## config.mk

```make
export PLATFORM = sky130hd
export DESIGN_NAME = i2c_master_byte_sequencer_top
export DESIGN_NICKNAME = d
export VERILOG_FILES = /design/src/hdl/i2cms_pkg.sv /design/src/hdl/i2c_master_byte_sequencer_top.sv /design/src/hdl/i2cms_apb.sv /design/src/hdl/i2cms_core.sv
export SDC_FILE = /design/constraint.sdc
export NUM_CORES = 1
export LEC_CHECK = 0
export BUFFER_PORTS_ARGS = -buffer_cell sky130_fd_sc_hd__buf_2
export CORE_MARGIN = 5
export CORE_UTILIZATION = 40
export CTS_CLUSTER_SIZE = 30
export DETAILED_ROUTE_END_ITERATION = 8
export PLACE_DENSITY = 0.62
export RECOVER_POWER = 25
export SLEW_MARGIN = 40
export SYNTH_ARGS = -nofsm -noshare
export SYNTH_HDL_FRONTEND = slang
export SYNTH_SLANG_ARGS = --single-unit
```

## constraint.sdc

```tcl
create_clock -name aclk -period 3.26 [get_ports aclk]
set_input_delay 0.489 -clock aclk [delete_from_list [all_inputs] [get_ports aclk]]
set_output_delay 0.489 -clock aclk [all_outputs]
set_load 0.01 [all_outputs]
```

## src/hdl/i2cms_pkg.sv

```systemverilog
// Shared types, phase codes and constants for the I2C master byte sequencer.
`default_nettype none
package i2cms_pkg;

    localparam int SETTLE_W = 16;
    localparam int PH_W     = 5;
    localparam int OP_W     = 2;
    localparam int BYTE_W   = 8;
    localparam int BC_W     = 4;

    localparam logic [SETTLE_W-1:0] SETTLE_RESET = 16'd1;
    localparam logic [BC_W-1:0]     BITS_PER_BYTE = 4'd8;

    localparam logic [OP_W-1:0] OP_START = 2'd0;
    localparam logic [OP_W-1:0] OP_STOP  = 2'd1;
    localparam logic [OP_W-1:0] OP_WRITE = 2'd2;
    localparam logic [OP_W-1:0] OP_READ  = 2'd3;

    localparam logic [PH_W-1:0] PH_IDLE          = 5'd0;
    localparam logic [PH_W-1:0] PH_ST_SDA_HI     = 5'd1;
    localparam logic [PH_W-1:0] PH_ST_SCL_HI     = 5'd2;
    localparam logic [PH_W-1:0] PH_ST_SDA_LO     = 5'd3;
    localparam logic [PH_W-1:0] PH_ST_SCL_LO     = 5'd4;
    localparam logic [PH_W-1:0] PH_SP_SDA_LO     = 5'd5;
    localparam logic [PH_W-1:0] PH_SP_SCL_HI     = 5'd6;
    localparam logic [PH_W-1:0] PH_SP_SDA_HI     = 5'd7;
    localparam logic [PH_W-1:0] PH_WR_BIT        = 5'd8;
    localparam logic [PH_W-1:0] PH_WR_SCL_HI     = 5'd9;
    localparam logic [PH_W-1:0] PH_WR_SCL_LO     = 5'd10;
    localparam logic [PH_W-1:0] PH_WR_SDA_HI     = 5'd11;
    localparam logic [PH_W-1:0] PH_WR_ACK_SCL_HI = 5'd12;
    localparam logic [PH_W-1:0] PH_WR_RELEASE    = 5'd13;
    localparam logic [PH_W-1:0] PH_WR_ACK_SAMPLE = 5'd14;
    localparam logic [PH_W-1:0] PH_RD_SDA_HI     = 5'd15;
    localparam logic [PH_W-1:0] PH_RD_RELEASE    = 5'd16;
    localparam logic [PH_W-1:0] PH_RD_SCL_HI     = 5'd17;
    localparam logic [PH_W-1:0] PH_RD_SAMPLE     = 5'd18;
    localparam logic [PH_W-1:0] PH_RD_ACK        = 5'd19;
    localparam logic [PH_W-1:0] PH_RD_ACK_SCL_HI = 5'd20;
    localparam logic [PH_W-1:0] PH_RD_ACK_SCL_LO = 5'd21;

    localparam int            APB_ADDR_W   = 3;
    localparam logic [0:0]    REG_SETTLE   = 1'b0;

    typedef struct packed {
        logic              sda_in;
        logic              send_ack;
        logic [BYTE_W-1:0] tx_byte;
        logic [OP_W-1:0]   opcode;
    } cmd_t;

    typedef struct packed {
        logic              ack_bit;
        logic [BYTE_W-1:0] rx_byte;
        logic              done_res;
        logic              busy_res;
        logic              sda_drive;
        logic              sda_level;
        logic              scl_level;
    } res_t;

endpackage
`default_nettype wire

```

## src/hdl/i2c_master_byte_sequencer_top.sv

```systemverilog
// Top level of the I2C master byte sequencer: stream ports, result register, APB.
//
// Each input transaction is one clock tick of the I2C sequencer and yields exactly
// one result transaction showing the pin levels and status after that tick. A tick
// is processed combinationally by the phase logic and lands in a one-deep result
// register; a new tick is taken every cycle while that register is empty or being
// drained, so throughput is one transaction per cycle; each result shows the next cycle.
// The settle delay (register 0, byte address 0) sets how many ticks each pin phase
// lasts and should only be written while the sequencer is idle.
`default_nettype none
module i2c_master_byte_sequencer_top (
    input  wire logic                             aclk,
    input  wire logic                             aresetn,
    input  wire logic                             s_tvalid,
    output logic                                  s_tready,
    input  wire logic [15:0]                      s_tdata,  // opcode, tx_byte, send_ack, sda_in
    input  wire logic                             s_tuser,  // cmd_valid
    output logic                                  m_tvalid,
    input  wire logic                             m_tready,
    output logic      [15:0]                      m_tdata,  // scl_level, sda_level, sda_drive,
                                                            // busy_res, done_res, rx_byte, ack_bit
    input  wire logic                             psel,
    input  wire logic                             penable,
    input  wire logic                             pwrite,
    input  wire logic [i2cms_pkg::APB_ADDR_W-1:0] paddr,
    input  wire logic [31:0]                      pwdata,
    output logic      [31:0]                      prdata,
    output logic                                  pready
);

    logic [i2cms_pkg::SETTLE_W-1:0] settle_ticks;
    i2cms_pkg::cmd_t                cmd;
    i2cms_pkg::res_t                res;
    i2cms_pkg::res_t                res_reg;
    logic                           valid_reg;
    logic                           valid_next;
    logic                           accept;

    assign cmd      = s_tdata[$bits(i2cms_pkg::cmd_t)-1:0];
    assign s_tready = !valid_reg || m_tready;
    assign accept   = s_tvalid && s_tready;

    i2cms_apb u_apb (
        .aclk         (aclk),
        .aresetn      (aresetn),
        .psel         (psel),
        .penable      (penable),
        .pwrite       (pwrite),
        .paddr        (paddr),
        .pwdata       (pwdata),
        .prdata       (prdata),
        .pready       (pready),
        .settle_ticks (settle_ticks)
    );

    i2cms_core u_core (
        .aclk         (aclk),
        .aresetn      (aresetn),
        .step         (accept),
        .cmd_valid    (s_tuser),
        .cmd          (cmd),
        .settle_ticks (settle_ticks),
        .res          (res)
    );

    always_comb begin
        valid_next = valid_reg;
        if (accept) begin
            valid_next = 1'b1;
        end else if (m_tready) begin
            valid_next = 1'b0;
        end
    end

    always_ff @(posedge aclk) begin
        if (!aresetn) begin
            valid_reg <= 1'b0;
        end else begin
            valid_reg <= valid_next;
        end
    end

    always_ff @(posedge aclk) begin
        if (accept) begin
            res_reg <= res;
        end
    end

    assign m_tvalid = valid_reg;
    assign m_tdata  = {{(16-$bits(i2cms_pkg::res_t)){1'b0}}, res_reg};

endmodule
`default_nettype wire

```

## src/hdl/i2cms_apb.sv

```systemverilog
// APB register slave holding the settle delay.
`default_nettype none
module i2cms_apb (
    input  wire logic                                 aclk,
    input  wire logic                                 aresetn,
    input  wire logic                                 psel,
    input  wire logic                                 penable,
    input  wire logic                                 pwrite,
    input  wire logic [i2cms_pkg::APB_ADDR_W-1:0]     paddr,
    input  wire logic [31:0]                          pwdata,
    output logic      [31:0]                          prdata,
    output logic                                      pready,
    output logic      [i2cms_pkg::SETTLE_W-1:0]       settle_ticks
);

    logic [i2cms_pkg::SETTLE_W-1:0] settle_reg;
    logic [i2cms_pkg::SETTLE_W-1:0] settle_next;
    logic                           hit;

    assign hit    = (paddr[i2cms_pkg::APB_ADDR_W-1] == i2cms_pkg::REG_SETTLE);
    assign pready = 1'b1;

    always_comb begin
        settle_next = settle_reg;
        if (psel && penable && pwrite && hit) begin
            settle_next = pwdata[i2cms_pkg::SETTLE_W-1:0];
        end
    end

    always_ff @(posedge aclk) begin
        if (!aresetn) begin
            settle_reg <= i2cms_pkg::SETTLE_RESET;
        end else begin
            settle_reg <= settle_next;
        end
    end

    always_comb begin
        prdata = 32'd0;
        if (hit) begin
            prdata = {{(32-i2cms_pkg::SETTLE_W){1'b0}}, settle_reg};
        end
    end

    assign settle_ticks = settle_reg;

endmodule
`default_nettype wire

```

## src/hdl/i2cms_core.sv

```systemverilog
// Phase sequencer: pin state, shift register and counters, one step per tick.
`default_nettype none
module i2cms_core (
    input  wire logic                           aclk,
    input  wire logic                           aresetn,
    input  wire logic                           step,
    input  wire logic                           cmd_valid,
    input  wire i2cms_pkg::cmd_t                cmd,
    input  wire logic [i2cms_pkg::SETTLE_W-1:0] settle_ticks,
    output i2cms_pkg::res_t                     res
);

    logic [i2cms_pkg::PH_W-1:0]     phase_reg,  phase_next;
    logic [i2cms_pkg::BC_W-1:0]     bc_reg,     bc_next;
    logic [i2cms_pkg::BYTE_W-1:0]   shift_reg,  shift_next;
    logic [i2cms_pkg::OP_W-1:0]     op_reg,     op_next;
    logic [i2cms_pkg::SETTLE_W-1:0] wait_reg,   wait_next;
    logic                           ackw_reg,   ackw_next;
    logic                           scl_reg,    scl_next;
    logic                           sda_reg,    sda_next;
    logic                           drv_reg,    drv_next;
    logic                           lack_reg,   lack_next;
    logic [i2cms_pkg::BYTE_W-1:0]   rx_reg,     rx_next;
    logic                           done;
    logic                           enter;
    logic [i2cms_pkg::PH_W-1:0]     target;
    logic [i2cms_pkg::PH_W-1:0]     follow;

    always_comb begin
        case (phase_reg)
            i2cms_pkg::PH_ST_SDA_HI, i2cms_pkg::PH_ST_SCL_HI, i2cms_pkg::PH_ST_SDA_LO,
            i2cms_pkg::PH_SP_SDA_LO, i2cms_pkg::PH_SP_SCL_HI,
            i2cms_pkg::PH_WR_BIT, i2cms_pkg::PH_WR_SCL_HI, i2cms_pkg::PH_WR_SDA_HI,
            i2cms_pkg::PH_WR_ACK_SCL_HI, i2cms_pkg::PH_WR_RELEASE,
            i2cms_pkg::PH_RD_SDA_HI, i2cms_pkg::PH_RD_RELEASE, i2cms_pkg::PH_RD_SCL_HI,
            i2cms_pkg::PH_RD_ACK, i2cms_pkg::PH_RD_ACK_SCL_HI: begin
                follow = phase_reg + 5'd1;
            end
            i2cms_pkg::PH_WR_SCL_LO: begin
                follow = (bc_reg < i2cms_pkg::BITS_PER_BYTE) ? i2cms_pkg::PH_WR_BIT
                                                             : i2cms_pkg::PH_WR_SDA_HI;
            end
            i2cms_pkg::PH_RD_SAMPLE: begin
                follow = (bc_reg < i2cms_pkg::BITS_PER_BYTE) ? i2cms_pkg::PH_RD_SCL_HI
                                                             : i2cms_pkg::PH_RD_ACK;
            end
            default: begin
                follow = i2cms_pkg::PH_IDLE;
            end
        endcase
    end

    always_comb begin
        phase_next = phase_reg;
        bc_next    = bc_reg;
        shift_next = shift_reg;
        op_next    = op_reg;
        wait_next  = wait_reg;
        ackw_next  = ackw_reg;
        scl_next   = scl_reg;
        sda_next   = sda_reg;
        drv_next   = drv_reg;
        lack_next  = lack_reg;
        rx_next    = rx_reg;
        done       = 1'b0;
        enter      = 1'b0;
        target     = i2cms_pkg::PH_IDLE;

        if (phase_reg == i2cms_pkg::PH_IDLE) begin
            if (cmd_valid) begin
                op_next    = cmd.opcode;
                bc_next    = '0;
                ackw_next  = cmd.send_ack;
                shift_next = (cmd.opcode == i2cms_pkg::OP_WRITE) ? cmd.tx_byte : '0;
                enter      = 1'b1;
                case (cmd.opcode)
                    i2cms_pkg::OP_START: target = i2cms_pkg::PH_ST_SDA_HI;
                    i2cms_pkg::OP_STOP:  target = i2cms_pkg::PH_SP_SDA_LO;
                    i2cms_pkg::OP_WRITE: target = i2cms_pkg::PH_WR_BIT;
                    default:             target = i2cms_pkg::PH_RD_SDA_HI;
                endcase
            end
        end else if (wait_reg != '0) begin
            wait_next = wait_reg - 16'd1;
        end else if (follow != i2cms_pkg::PH_IDLE) begin
            enter  = 1'b1;
            target = follow;
        end else begin
            if (op_reg == i2cms_pkg::OP_READ) begin
                rx_next  = shift_reg;
                sda_next = 1'b1;
                drv_next = 1'b1;
            end
            phase_next = i2cms_pkg::PH_IDLE;
            wait_next  = '0;
            done       = 1'b1;
        end

        if (enter) begin
            case (target)
                i2cms_pkg::PH_ST_SDA_HI, i2cms_pkg::PH_SP_SDA_HI, i2cms_pkg::PH_WR_SDA_HI,
                i2cms_pkg::PH_RD_SDA_HI: begin
                    sda_next = 1'b1;
                    drv_next = 1'b1;
                end
                i2cms_pkg::PH_ST_SDA_LO, i2cms_pkg::PH_SP_SDA_LO: begin
                    sda_next = 1'b0;
                    drv_next = 1'b1;
                end
                i2cms_pkg::PH_ST_SCL_HI, i2cms_pkg::PH_SP_SCL_HI, i2cms_pkg::PH_WR_SCL_HI,
                i2cms_pkg::PH_WR_ACK_SCL_HI, i2cms_pkg::PH_RD_SCL_HI,
                i2cms_pkg::PH_RD_ACK_SCL_HI: begin
                    scl_next = 1'b1;
                end
                i2cms_pkg::PH_ST_SCL_LO, i2cms_pkg::PH_RD_ACK_SCL_LO: begin
                    scl_next = 1'b0;
                end
                i2cms_pkg::PH_WR_BIT: begin
                    sda_next = shift_next[i2cms_pkg::BYTE_W-1];
                    drv_next = 1'b1;
                end
                i2cms_pkg::PH_WR_SCL_LO: begin
                    scl_next   = 1'b0;
                    shift_next = {shift_reg[i2cms_pkg::BYTE_W-2:0], 1'b0};
                    bc_next    = bc_reg + 4'd1;
                end
                i2cms_pkg::PH_WR_RELEASE, i2cms_pkg::PH_RD_RELEASE: begin
                    drv_next = 1'b0;
                end
                i2cms_pkg::PH_WR_ACK_SAMPLE: begin
                    lack_next = cmd.sda_in;
                    scl_next  = 1'b0;
                end
                i2cms_pkg::PH_RD_SAMPLE: begin
                    shift_next = {shift_reg[i2cms_pkg::BYTE_W-2:0], cmd.sda_in};
                    bc_next    = bc_reg + 4'd1;
                    scl_next   = 1'b0;
                end
                i2cms_pkg::PH_RD_ACK: begin
                    sda_next = ~ackw_reg;
                    drv_next = 1'b1;
                end
                default: begin
                end
            endcase
            phase_next = target;
            wait_next  = (settle_ticks == '0) ? '0 : settle_ticks - 16'd1;
        end
    end

    always_ff @(posedge aclk) begin
        if (!aresetn) begin
            phase_reg <= i2cms_pkg::PH_IDLE;
            bc_reg    <= '0;
            shift_reg <= '0;
            op_reg    <= i2cms_pkg::OP_START;
            wait_reg  <= '0;
            ackw_reg  <= 1'b0;
            scl_reg   <= 1'b1;
            sda_reg   <= 1'b1;
            drv_reg   <= 1'b1;
            lack_reg  <= 1'b0;
            rx_reg    <= '0;
        end else if (step) begin
            phase_reg <= phase_next;
            bc_reg    <= bc_next;
            shift_reg <= shift_next;
            op_reg    <= op_next;
            wait_reg  <= wait_next;
            ackw_reg  <= ackw_next;
            scl_reg   <= scl_next;
            sda_reg   <= sda_next;
            drv_reg   <= drv_next;
            lack_reg  <= lack_next;
            rx_reg    <= rx_next;
        end
    end

    always_comb begin
        res.scl_level = scl_next;
        res.sda_level = sda_next;
        res.sda_drive = drv_next;
        res.busy_res  = (phase_next != i2cms_pkg::PH_IDLE);
        res.done_res  = done;
        res.rx_byte   = rx_next;
        res.ack_bit   = lack_next;
    end

endmodule
`default_nettype wire

```

==> After elaboration in Yosys (flattened, before gate mapping) <==
Index checks and enable logic that the tools add are counted.
Widths: inputs -> output; s select.
{ "totals": {"reg_bits": 79, "inputBits": 59, "word_cells": 148, "output_inout_bits": 51} }
{ "op_classes": {"n_addsub": 4, "bitwise": 2, "n_reduce_logical": 24, "eq_ne": 43, "n_mux": 54, "order_cmp": 1} }
{ "op_table": {"columns": ["cell", "n"], "rows": [
  ["$mux 16", 6],
  ["$eq 5x4->1 const B", 15],
  ["$mux 8", 8],
  ["$eq 5x5->1 const B", 11],
  ["$mux 5", 8],
  ["$sub 16x1->16 const B", 2],
  ["$eq 5x3->1 const B", 6],
  ["$eq 5x2->1 const B", 4],
  ["$mux 1", 20],
  ["$logic_not 16->1", 1],
  ["$mux 4", 4],
  ["$pmux 8 s2", 1],
  ["$reduce_bool 16->1", 1],
  ["$pmux 5 s3", 1],
  ["$reduce_or 15->1", 1],
  ["$pmux 4 s3", 1],
  ["$eq 5x1->1 const B", 2],
  ["$reduce_bool 5->1", 2],
  ["$reduce_or 2->1", 4],
  ["$reduce_or 8->1", 1],
  ["$reduce_and 3->1", 2],
  ["$reduce_or 6->1", 1],
  ["$add 5x1->5 const B", 1],
  ["$logic_not 5->1", 1],
  ["17 further kinds", 24]
]} }

==> Logic depth before layout (Yosys ltp) <==
Gate-level depths: netlist of the first run.
{ "logic_depth": {"word_depth": 11, "mapped_depth": 14, "mapped_depth_nobuf": 11} }

==> Cells and area by module <==
A second synthesis of the first run with hierarchy kept.
{ "hier_totals": {"cells_unflattened": 625, "area_unflattened_um2": 5061.1} }
{ "modules_own_cells": {"columns": ["mod", "instances", "cells_each", "area_each_um2", "seq_area_each_um2"], "rows": [
  ["i2cms_core", 1, 497, 3652.3, 960.9],
  ["i2cms_apb", 1, 106, 912.1, 320.3],
  ["i2c_master_byte_sequencer_top", 1, 22, 496.7, 440.4]
]} }

==> Worst setup path after synthesis of the first run <==
No wires, ideal clock.
{ "synth_timing": {"kind": "reg2reg", "startpoint": "register u_core.phase_reg[0] in the netlist's numbering", "endpoint": "register u_core.shift_reg[3] in the netlist's numbering", "period_less_slack_ns": 3.033, "stages_incl_launch_ff": 12, "setup_ns": 0.134, "required_time_ns": 3.126, "slack_ns": 0.227, "path_buffers": 2, "t_arrival_ns": 2.899, "path_cell_list": "dfxtp_1 > inv_1 > ha_1 > o21a_1 > or3_1 > o311ai_2 > o21ai_2 > or4b_1 > buf_6 > buf_8 > o211ai_1 > a21oi_1"} }
{ "synth_between": {"elab_chain_cells": 10, "elab_cells_between_ends": 33, "classes_between": "add/sub (1); eq/ne (19); mux (10); reduce/logical (3)"} }
{ "synth_lines": {"columns": ["item", "line", "rtl"], "rows": [
  ["start, declared", "i2cms_core.sv:13", "logic [i2cms_pkg::PH_W-1:0] phase_reg, phase_next;"],
  ["start signal, assigned", "i2cms_core.sv:153", "phase_reg <= i2cms_pkg::PH_IDLE;"],
  ["start signal, assigned", "i2cms_core.sv:165", "phase_reg <= phase_next;"],
  ["$eq 5x1->1 (tied with other cells)", "i2cms_core.sv:30", "case (phase_reg)"],
  ["$reduce_or 15->1", "i2cms_core.sv:30", null],
  ["$pmux 5 s3", "i2cms_core.sv:30", null],
  ["$reduce_bool 5->1", "i2cms_core.sv:85", "end else if (follow != i2cms_pkg::PH_IDLE) begin"],
  ["$mux 5", "i2cms_core.sv:85", null],
  ["$mux 5", "i2cms_core.sv:83", "end else if (wait_reg != '0) begin"],
  ["$mux 5", "i2cms_core.sv:69", "if (phase_reg == i2cms_pkg::PH_IDLE) begin"],
  ["$eq 5x5->1 or $eq 5x4->1 (tied branches)", "i2cms_core.sv:100", "case (target)"],
  ["$pmux 8 s2", "i2cms_core.sv:100", null],
  ["$mux 8 (*)", "i2cms_core.sv:99", "if (enter) begin"],
  ["end signal, assigned", "i2cms_core.sv:167", "shift_reg <= shift_next;"],
  ["end, declared", "i2cms_core.sv:15", "logic [i2cms_pkg::BYTE_W-1:0] shift_reg, shift_next;"]
]} }
Every way passes the cells marked *; elsewhere a longest branch is shown, timed or not.
A chain may end at the register's enable or synchronous reset.

==> Worst setup path in the final report of the first run <==
{ "layout_timing": {"startpoint": "register u_core.phase_reg[1] in the netlist's numbering", "endpoint": "register u_core.shift_reg[5] in the netlist's numbering"} }
Same word-level chain as after synthesis.

==> results.md, run 1 <==
- Outcome: completed
- Critical path endpoint category: register
- Final HPWL DP: 9.20 mm
- Drt initial violations: 385
- EDFF count, synth: 14
- Clock buffer count from CTS: 9
- Area of the multi-input gates: 2890 sq um
- Antenna-violating nets left: 0
- Max Fanout on Critical Path: 16
- CTS tree: done
- Die area: between 10000 and 15000 sq um
- Finished Cell Area: 5660 sq um
- Initial antenna violation count: 0
- Worst EP required: 3.46 ns
- Initial Util: 40.8%
- Finished Layout Cells: 845
- Vias in the first global route: 4376
- Syn Std Cell Area: 4900 sq um
- VDD IR-drop max: 354 uV
- Nets: 759
- Die span in y: 121 um
- WP data arrival: 3.23 ns
- Minimum clock period: 3.04 ns
- CP delay by family, top: simple AND/OR/NAND/NOR gates
- Chip Width: 121 um
- Final Slew Violations: 0
- Hold Crit Class: input pin to register
- Placed cell count: 828
- Root buf cell: clkbuf_16
- Most frequent cells in the layout: 96 x nand2_1, 67 x nor2_1, 63 x dfxtp_1
- Yosys warnings: 0
- Vias: 4643
- Core Footprint: 12000 sq um
- Crit-path cells: inv_1, ha_1, nor3_1, a211oi_2, or3_4, o311ai_2, o21ai_2, or4b_1, buf_4, o211ai_1, a21oi_1
- Relative slew slack: 49.6%
- Clk sinks: 79
- Leak: 2.18 nW
- Setup TNS: 0 ns
- IO buf count: a little under 70
- Register area: 1720 sq um
- Placed inst area: about 5400 sq um
- Placement Rows: 40
- #FFs+latches synth: 79
- Setup crit end: u_core.shift_reg[5]
- Fmax: 0.329 GHz
- Setup Viol. Count Final: 0
- I/O pins: 110
- Drt drc: 0
- Post-route clock period utilization: 93.1%
- Wire per inst: 15.1 um
- Post-synthesis sequential area ratio: 35.2%
- Most common cell after layout, fill and taps aside: nand2_1
- R2R Path Start: u_core.phase_reg[1]
- CTS clk-pin slew, worst paths: 0.06 ns
- Clock skew: between 0.01 and 0.015 ns
- Worst slew pin tran: 0.755 ns
- Critical Path Source Type: register
- Critical Path Stages: 11
- Clock insertion delay at the later pin of the skew report: ~0.34 ns
- Post-synthesis cell count: 624
- Asr flop ratio synth: 0%
- H-tree levels: 3
- Max Cap Viol: 0
- First-pass GRT wire length: 21.0 mm
- GRT Resource Usage Total: 17.6%
- RD Place Congestion: between 0.8 and 0.9
- Top FF cell, synth: dfxtp_1
- Share of cells above drive strength 1: 18.9%
- Slowest cell delay on critical path: 0.52 ns
- Final WL: 12.8 mm
- Slowest cell on crit path: or4b_1
- Vias per inst: roughly 5.5
- N_diodes: 0
- Final Hold Vio Count: 0
- R2r endpoint: u_core.shift_reg[5]
- CP Launch Point: u_core.phase_reg[1]
- CP Buf/Inv Count: 2
- Clock tree buffer depth: 2
- Filler instances: 1163
- Pwr dens: 549 nW/um^2
- Reg2reg path depth: 11
- CTS Hold Buffers Added: 0
- 1st-pass router iterations: 5
- FF-to-FF setup slack: about 0.22 ns
- Avg Cell Area, Syn: 7.85 sq um
- Critical path class: register to register
- Yosys cell types: 75
- Area Growth Syn to Fin: 15.7%
- Remaining global-route overflow: 0
- Largest net degree at the start of global routing: 49
where the power goes:
| part | total [mW] | switching, mW | leakage [nW] | internal (mW) |
|---|---|---|---|---|
| Clock | 1.02 | 0.423 | 0.149 | 0.594 |
| Combinational | 0.952 | 0.597 | 1.37 | 0.355 |
| Sequential | 1.14 | 0.0723 | 0.663 | 1.07 |
| Total | 3.11 | 1.09 | 2.18 | 2.02 |
through the flow:
| stage | total power, mW | hold WS [ns] | utilization [%] | setup WS, ns |
|---|---|---|---|---|
| after floorplan | 1.86 | 0.436 | - | 0.227 |
| after global placement | 2.08 | 0.444 | 44.6 | 0.133 |
| after detailed placement | 2.09 | 0.449 | 44.6 | 0.0681 |
| after CTS | 3.13 | 0.371 | 47.1 | 0.0563 |
| after global routing | 3.29 | 0.388 | 47.2 | -0.00857 |
| final | 3.11 | 0.381 | 47.2 | 0.225 |
layout make-up:
cell class              instances  area share (%)
multi-input cells             498            51.1
flip-flops and latches         79            30.4
repair buffers                 94            9.08
clock buffers                  11            4.66
well taps                     147            3.25
clock inverters                 5           0.751
inverters                      11           0.729
metal layers:
| metal | part of all wire, % | global-route usage [%] | vias up |
|---|---|---|---|
| met5 | 0 | 0 | - |
| met4 | 1.1 | 5.59 | 0 |
| met3 | 5.9 | 4.63 | 14 |
| met2 | 48 | 29.6 | 129 |
| met1 | 45 | 22.0 | 2171 |
| li1 | - | - | 2329 |
worst min-delay path by stage:
stage | start | to | slack (ns) | cells past startpoint
finish | pwdata[10] | u_apb.settle_ticks[10] | 0.38 | 3
global route | pwdata[10] | u_apb.settle_ticks[10] | 0.39 | 3
CTS | pwdata[2] | u_apb.settle_ticks[2] | 0.37 | 3
detailed placement | u_core.op_reg[0] | u_core.op_reg[0] | 0.45 | 2
global placement | u_core.op_reg[1] | u_core.op_reg[1] | 0.44 | 2
floorplan | u_core.ackw_reg | u_core.ackw_reg | 0.44 | 2
worst reg2reg max path: stages, from the launching register on:
cell      delay (ns)
dfxtp_2         0.41
inv_1           0.09
ha_1            0.25
nor3_1          0.19
a211oi_2        0.10
or3_4           0.39
o311ai_2        0.35
o21ai_2         0.12
or4b_1          0.52
buf_4           0.22
o211ai_1        0.18
a21oi_1         0.09
kinds of logic after synthesis:
family / count (synthesis) / share of synthesized area (%)
AOI/OAI and AO/OA: 156 / 21.0
xor gates and xnor gates: 13 / 2.33
adders and majority gates: 7 / 1.79
buffers and inverters: 64 / 7.38
DFF: 79 / 35.2
muxes: 12 / 2.68
other: 2 / 0.153
and+or+nand+nor: 291 / 29.6
repair_timing:
action / in CTS / in global routing
setup endpoints to repair: 0 / 22
setup buffers: 0 / 1
gates resized for setup: 0 / 7
synth_stat cells (4+ instances only):
| cell type | count | area, sq um |
|---|---|---|
| o31ai_1 | 6 | 45.0 |
| nor4b_1 | 4 | 35.0 |
| o211ai_1 | 5 | 37.5 |
| inv_1 | 9 | 33.8 |
| o22ai_1 | 6 | 37.5 |
| edfxtp_1 | 14 | 420 |
| dfxtp_1 | 65 | 1300 |
| nand3_1 | 27 | 135 |
| nor2b_1 | 18 | 113 |
| nor3_1 | 27 | 135 |
| buf_2 | 4 | 20.0 |
| nand2b_1 | 7 | 43.8 |
| and3_1 | 5 | 31.3 |
| o21a_1 | 6 | 45.0 |
| mux2_2 | 9 | 101 |
| nor2_1 | 68 | 255 |
| o21ai_0 | 33 | 165 |
| nand2_1 | 96 | 360 |
| a21oi_1 | 57 | 285 |
| nor4_1 | 10 | 62.6 |
| ha_1 | 7 | 87.6 |
| buf_4 | 22 | 165 |
| a22oi_1 | 7 | 52.6 |
| o211ai_2 | 4 | 50.1 |
| xnor2_1 | 10 | 87.6 |
| clkbuf_1 | 22 | 82.6 |
Power figures use the tool's default switching activity.
==> inputs of run 2 (changes only) <==
Settings changed: CORE_UTILIZATION 40 to 55, PLACE_DENSITY 0.62 to 0.79.
Clock period 3.26 ns to 3 ns, I/O delays scaled along.
==> results.md, run 2 (synthesized netlist as in run 1, its figures left out) <==
- Outcome: completed
- CTS Hold Buffers Added: 0
- Slowest cell on crit path: or4b_1
- Most frequent cells in the layout: 96 x nand2_1, 68 x nor2_1, 61 x dfxtp_1
- Clock buffer count from CTS: 9
- Critical path endpoint category: register
- Final Hold Vio Count: 0
- Share of cells above drive strength 1: 21.7%
- Die span in y: 104 um
- Wire per inst: 15.9 um
- GRT Resource Usage Total: a little under a quarter
- Chip Width: 104 um
- Pwr dens: 558 nW/um^2
- VDD IR-drop max: around 310 uV
- CTS tree: done
- IO buf count: 68
- Clock tree buffer depth: 2
- Largest net degree at the start of global routing: 33
- Relative slew slack: 47.5%
- Leak: 2.22 nW
- Setup Viol. Count Final: 0
- Core Footprint: 8720 sq um
- FF-to-FF setup slack: around 0.13 ns
- Clk sinks: 79
- H-tree levels: 3
- CTS clk-pin slew, worst paths: roughly 0.10 ns
- Initial antenna violation count: 0
- Hold Path Stages: 3
- Vias per inst: 6.04
- WP data arrival: approximately 3.2 ns
- Fmax: 0.348 GHz
- Final WL: ~13 mm
- Hold Crit Class: input pin to register
- Nets: 771
- Drt initial violations: 330
- Placement Rows: 34
- Initial Util: 56.2%
- RD Place Congestion: 0.898
- Clock insertion delay at the later pin of the skew report: 0.36 ns
- Post-route clock period utilization: 95.8%
- Crit-path cells: inv_4, ha_4, mux2i_1, o21a_1, or2_1, a311o_1, and2_4, or4b_1, buf_6, nand3_1, o211ai_2, a21oi_1
- Critical path class: register to register
- Clock skew: 0.0166 ns
- N_diodes: 0
- Reg2reg path depth: 12
- Critical Path Source Type: register
- Setup TNS: 0 ns
- Remaining global-route overflow: 0
- Area Growth Syn to Fin: 16.8%
- Die area: between 10000 and 15000 sq um
- 1st-pass router iterations: 6
- Minimum clock period: 2.87 ns
- Final HPWL DP: 9.31 mm
- Max Cap Viol: 0
- Worst EP required: 3.29 ns
- Slowest cell delay on critical path: 0.53 ns
- Worst slew pin tran: around 0.79 ns
- Pre-CTS setup slack: -0.0761 ns
- Root buf cell: clkbuf_8
- First-pass GRT wire length: 21.5 mm
- I/O pins: 110
- Antenna-violating nets left: 0
- Most common cell after layout, fill and taps aside: nand2_1
- Final Slew Violations: 0
- Fin worst setup slack: 0.127 ns
- Vias: 4939
- Max Fanout on Critical Path: 16
- Vias in the first global route: 4636
- Drt drc: 0
[run 2: worst paths after layout]
check,from,endpoint
worst max-delay path,u_core.phase_reg[0],u_core.shift_reg[2]
worst min-delay path,pwdata[0],u_apb.settle_ticks[0]
worst max register to register,u_core.phase_reg[0],u_core.shift_reg[2]
worst min register to register,u_core.op_reg[1],u_core.op_reg[1]
[run 2: layer usage]
layer	vias up	track usage [%]	wire length, um
met5	-	0	0
met4	0	7.77	316
met3	37	4.22	905
met2	225	39.5	6480
met1	2323	29.1	5330
li1	2354	-	-
[run 2: through the flow]
stage | cell area [sq um] | std cells | utilization, % | power (mW) | hold slack (ns)
after CTS | 5630 | 817 | 64.5 | 3.13 | 0.310
after global routing | 5720 | 818 | 65.6 | 3.36 | 0.313
after detailed placement | 5400 | 801 | 61.9 | 2.28 | 0.448
after global placement | 5400 | 801 | 61.9 | 2.24 | 0.445
after floorplan | 4960 | 641 | - | 2.03 | 0.436
final | 5720 | 818 | 65.6 | 3.19 | 0.325
[run 2: repair_timing]
item / 4_1_cts / 5_1_grt
hold endpoints to repair: 0 / 0
resized for setup: 4 / 25
buffers inserted: 0 / 1
setup endpoints to repair: 8 / 38
pin swaps: 0 / 5
[run 2: report_power, final]
group | internal [mW] | total [mW] | switching (mW) | leakage [nW]
logic | 0.431 | 1.10 | 0.670 | 1.44
registers | 1.16 | 1.24 | 0.0800 | 0.664
clock network | 0.405 | 0.854 | 0.449 | 0.108
total | 2.00 | 3.19 | 1.20 | 2.22
[run 2: area by class of cell]
type                            instances  area, sq um
Inverter                               11         43.8
Clock buffer                            9          124
Fill cell                             725         3000
Sequential cell                        79         1730
Tap cell                              108          135
Clock inverter                          7         87.6
Multi-Input combinational cell        498         2990
Timing Repair Buffer                  106          608
[run 2: critical path: cells and delay by family, from the launching register on]
kind            cells  cell delay [ns]
compound gates      4             0.80
mux                 1             0.07
buf+inv             2             0.27
simple gates        4             1.08
flops               1             0.40
fa+ha+maj           1             0.16
==> inputs of run 3 (changes only) <==
Settings changed: CORE_MARGIN 5 to 2.
==> results.md, run 3 (synthesized netlist as in run 1, its figures left out) <==
- Outcome: completed
- Die span in y: approximately 98 um
- RD Place Congestion: 0.906
- Clock skew: 0.0110 ns
- Initial Util: 56.4%
- First-pass GRT wire length: 20.4 mm
- Relative slew slack: 48.8%
- Clock buffer count from CTS: 9
- Wire per inst: 15.2 um
- Worst slew pin tran: 0.768 ns
- CTS tree: done
- Fmax: 0.347 GHz
- Finished Layout Cells: 820
- VDD IR-drop max: 390 uV
- Setup Viol. Count Final: 0
- Hold Crit Class: input pin to register
- Critical path class: register to register
- WP data arrival: ~3.2 ns
- Largest net degree at the start of global routing: 33
- Drt initial violations: 279
- Max Fanout on Critical Path: 16
- Final HPWL DP: between 8 and 9 mm
- Placement Rows: 34
- Nets: just under 800
- Final Slew Violations: 0
- Share of cells above drive strength 1: 22.9%
- Worst EP required: 3.28 ns
- Final Hold Vio Count: 0
- FF-to-FF setup slack: 0.11 ns
- Die area: between 9000 and 10000 sq um
- I/O pins: 110
- Vias per inst: between 5 and 6
- Remaining global-route overflow: 0
- Critical path endpoint category: register
- Reg2reg path depth: 12
- Leak: 2.21 nW
- Setup crit end: u_core.shift_reg[7]
- Vias: 4839
- R2R Path Start: u_core.phase_reg[0]
- CP Launch Point: u_core.phase_reg[0]
- Filler instances: 734
- 1st-pass router iterations: 5
- Initial antenna violation count: 0
- Max Cap Viol: 0
- Setup TNS: 0 ns
- Vias in the first global route: about 4500
- Minimum clock period: 2.89 ns
- CTS clk-pin slew, worst paths: 0.09 ns
- Post-route clock period utilization: 96.2%
- Critical Path Source Type: register
- Utilization after layout: roughly 66%
- H-tree levels: 3
- Core Footprint: between 8000 and 9000 sq um
- R2r endpoint: u_core.shift_reg[7]
- Antenna-violating nets left: 0
- Clk sinks: 79
- Most common cell after layout, fill and taps aside: nand2_1
- Most frequent cells in the layout: 96 x nand2_1, 68 x nor2_1, 63 x dfxtp_1
- IO buf count: 68
- Pwr dens: 537 nW/um^2
- N_diodes: 0
- Post-layout power: 3.08 mW
- Placed cell count: 803
- Clock tree buffer depth: 2
- Clock insertion delay at the later pin of the skew report: 0.35 ns
- Root buf cell: clkbuf_8
- Area Growth Syn to Fin: 16.9%
- Chip Width: around 98 um
- Final WL: 12.4 mm
- Hold WS: approximately 0.33 ns
- Drt drc: 0
- GRT Resource Usage Total: 25.2%
[run 3: worst max-delay path, stage by stage, from the launching register on]
cell and delay (ns):
dfxtp_4 0.41, inv_2 0.08, ha_4 0.18, nand3b_1 0.08, a21oi_1 0.13, or3_4 0.45, o311ai_4 0.34, o21ai_2 0.13
or4b_4 0.53, buf_8 0.17, nand2_1 0.08, o211ai_2 0.08, a21oi_1 0.16
[run 3: metal layers]
layer / vias to the layer above / track usage (%) / routed length, um
li1: 2360 / - / -
met1: 2295 / 31.7 / 5300
met2: 170 / 44.0 / 6220
met3: 14 / 5.23 / 758
met4: 0 / 7.17 / 151
met5: - / 0 / 0
[run 3: power by group]
group          internal, mW  total [mW]  switching, mW
combinational         0.445        1.11          0.669
clock                 0.309       0.724          0.416
sequential             1.16        1.24         0.0778
total                  1.91        3.08           1.16
[run 3: metrics by stage]
step                worst slack, ns  cell area (sq um)
global placement             0.0391               5410
finish                        0.114               5720
detailed placement          0.00555               5410
floorplan                    0.0289               4960
CTS                         0.00239               5620
global route                -0.0210               5720
[run 3: repair_timing]
item,4_1_cts,5_1_grt
endpoints found under the setup margin,6,47
pin swaps,0,1
gates resized for setup,5,29
setup buffers,0,1
hold buffers,0,0
[run 3: final cells by class]
type	count	area, sq um	area share (%)
clock buffers	9	124	2.16
clock inverters	7	58.8	1.03
inverters	11	41.3	0.721
multi-input cells	498	3010	52.6
flip-flops and latches	79	1730	30.2
well taps	108	135	2.36
repair buffers	108	624	10.9
[run 3: how the worst min path moves through the flow]
stage          slack, ns                     to             start  cells past startpoint
2_1_floorplan       0.44        u_core.ackw_reg   u_core.ackw_reg                      2
6_report            0.33  u_apb.settle_ticks[0]         pwdata[0]                      3
3_5_place_dp        0.45       u_core.op_reg[1]  u_core.op_reg[1]                      2
3_3_place_gp        0.44       u_core.op_reg[1]  u_core.op_reg[1]                      2
5_1_grt             0.32  u_apb.settle_ticks[0]         pwdata[0]                      3
4_1_cts             0.32  u_apb.settle_ticks[0]         pwdata[0]                      3
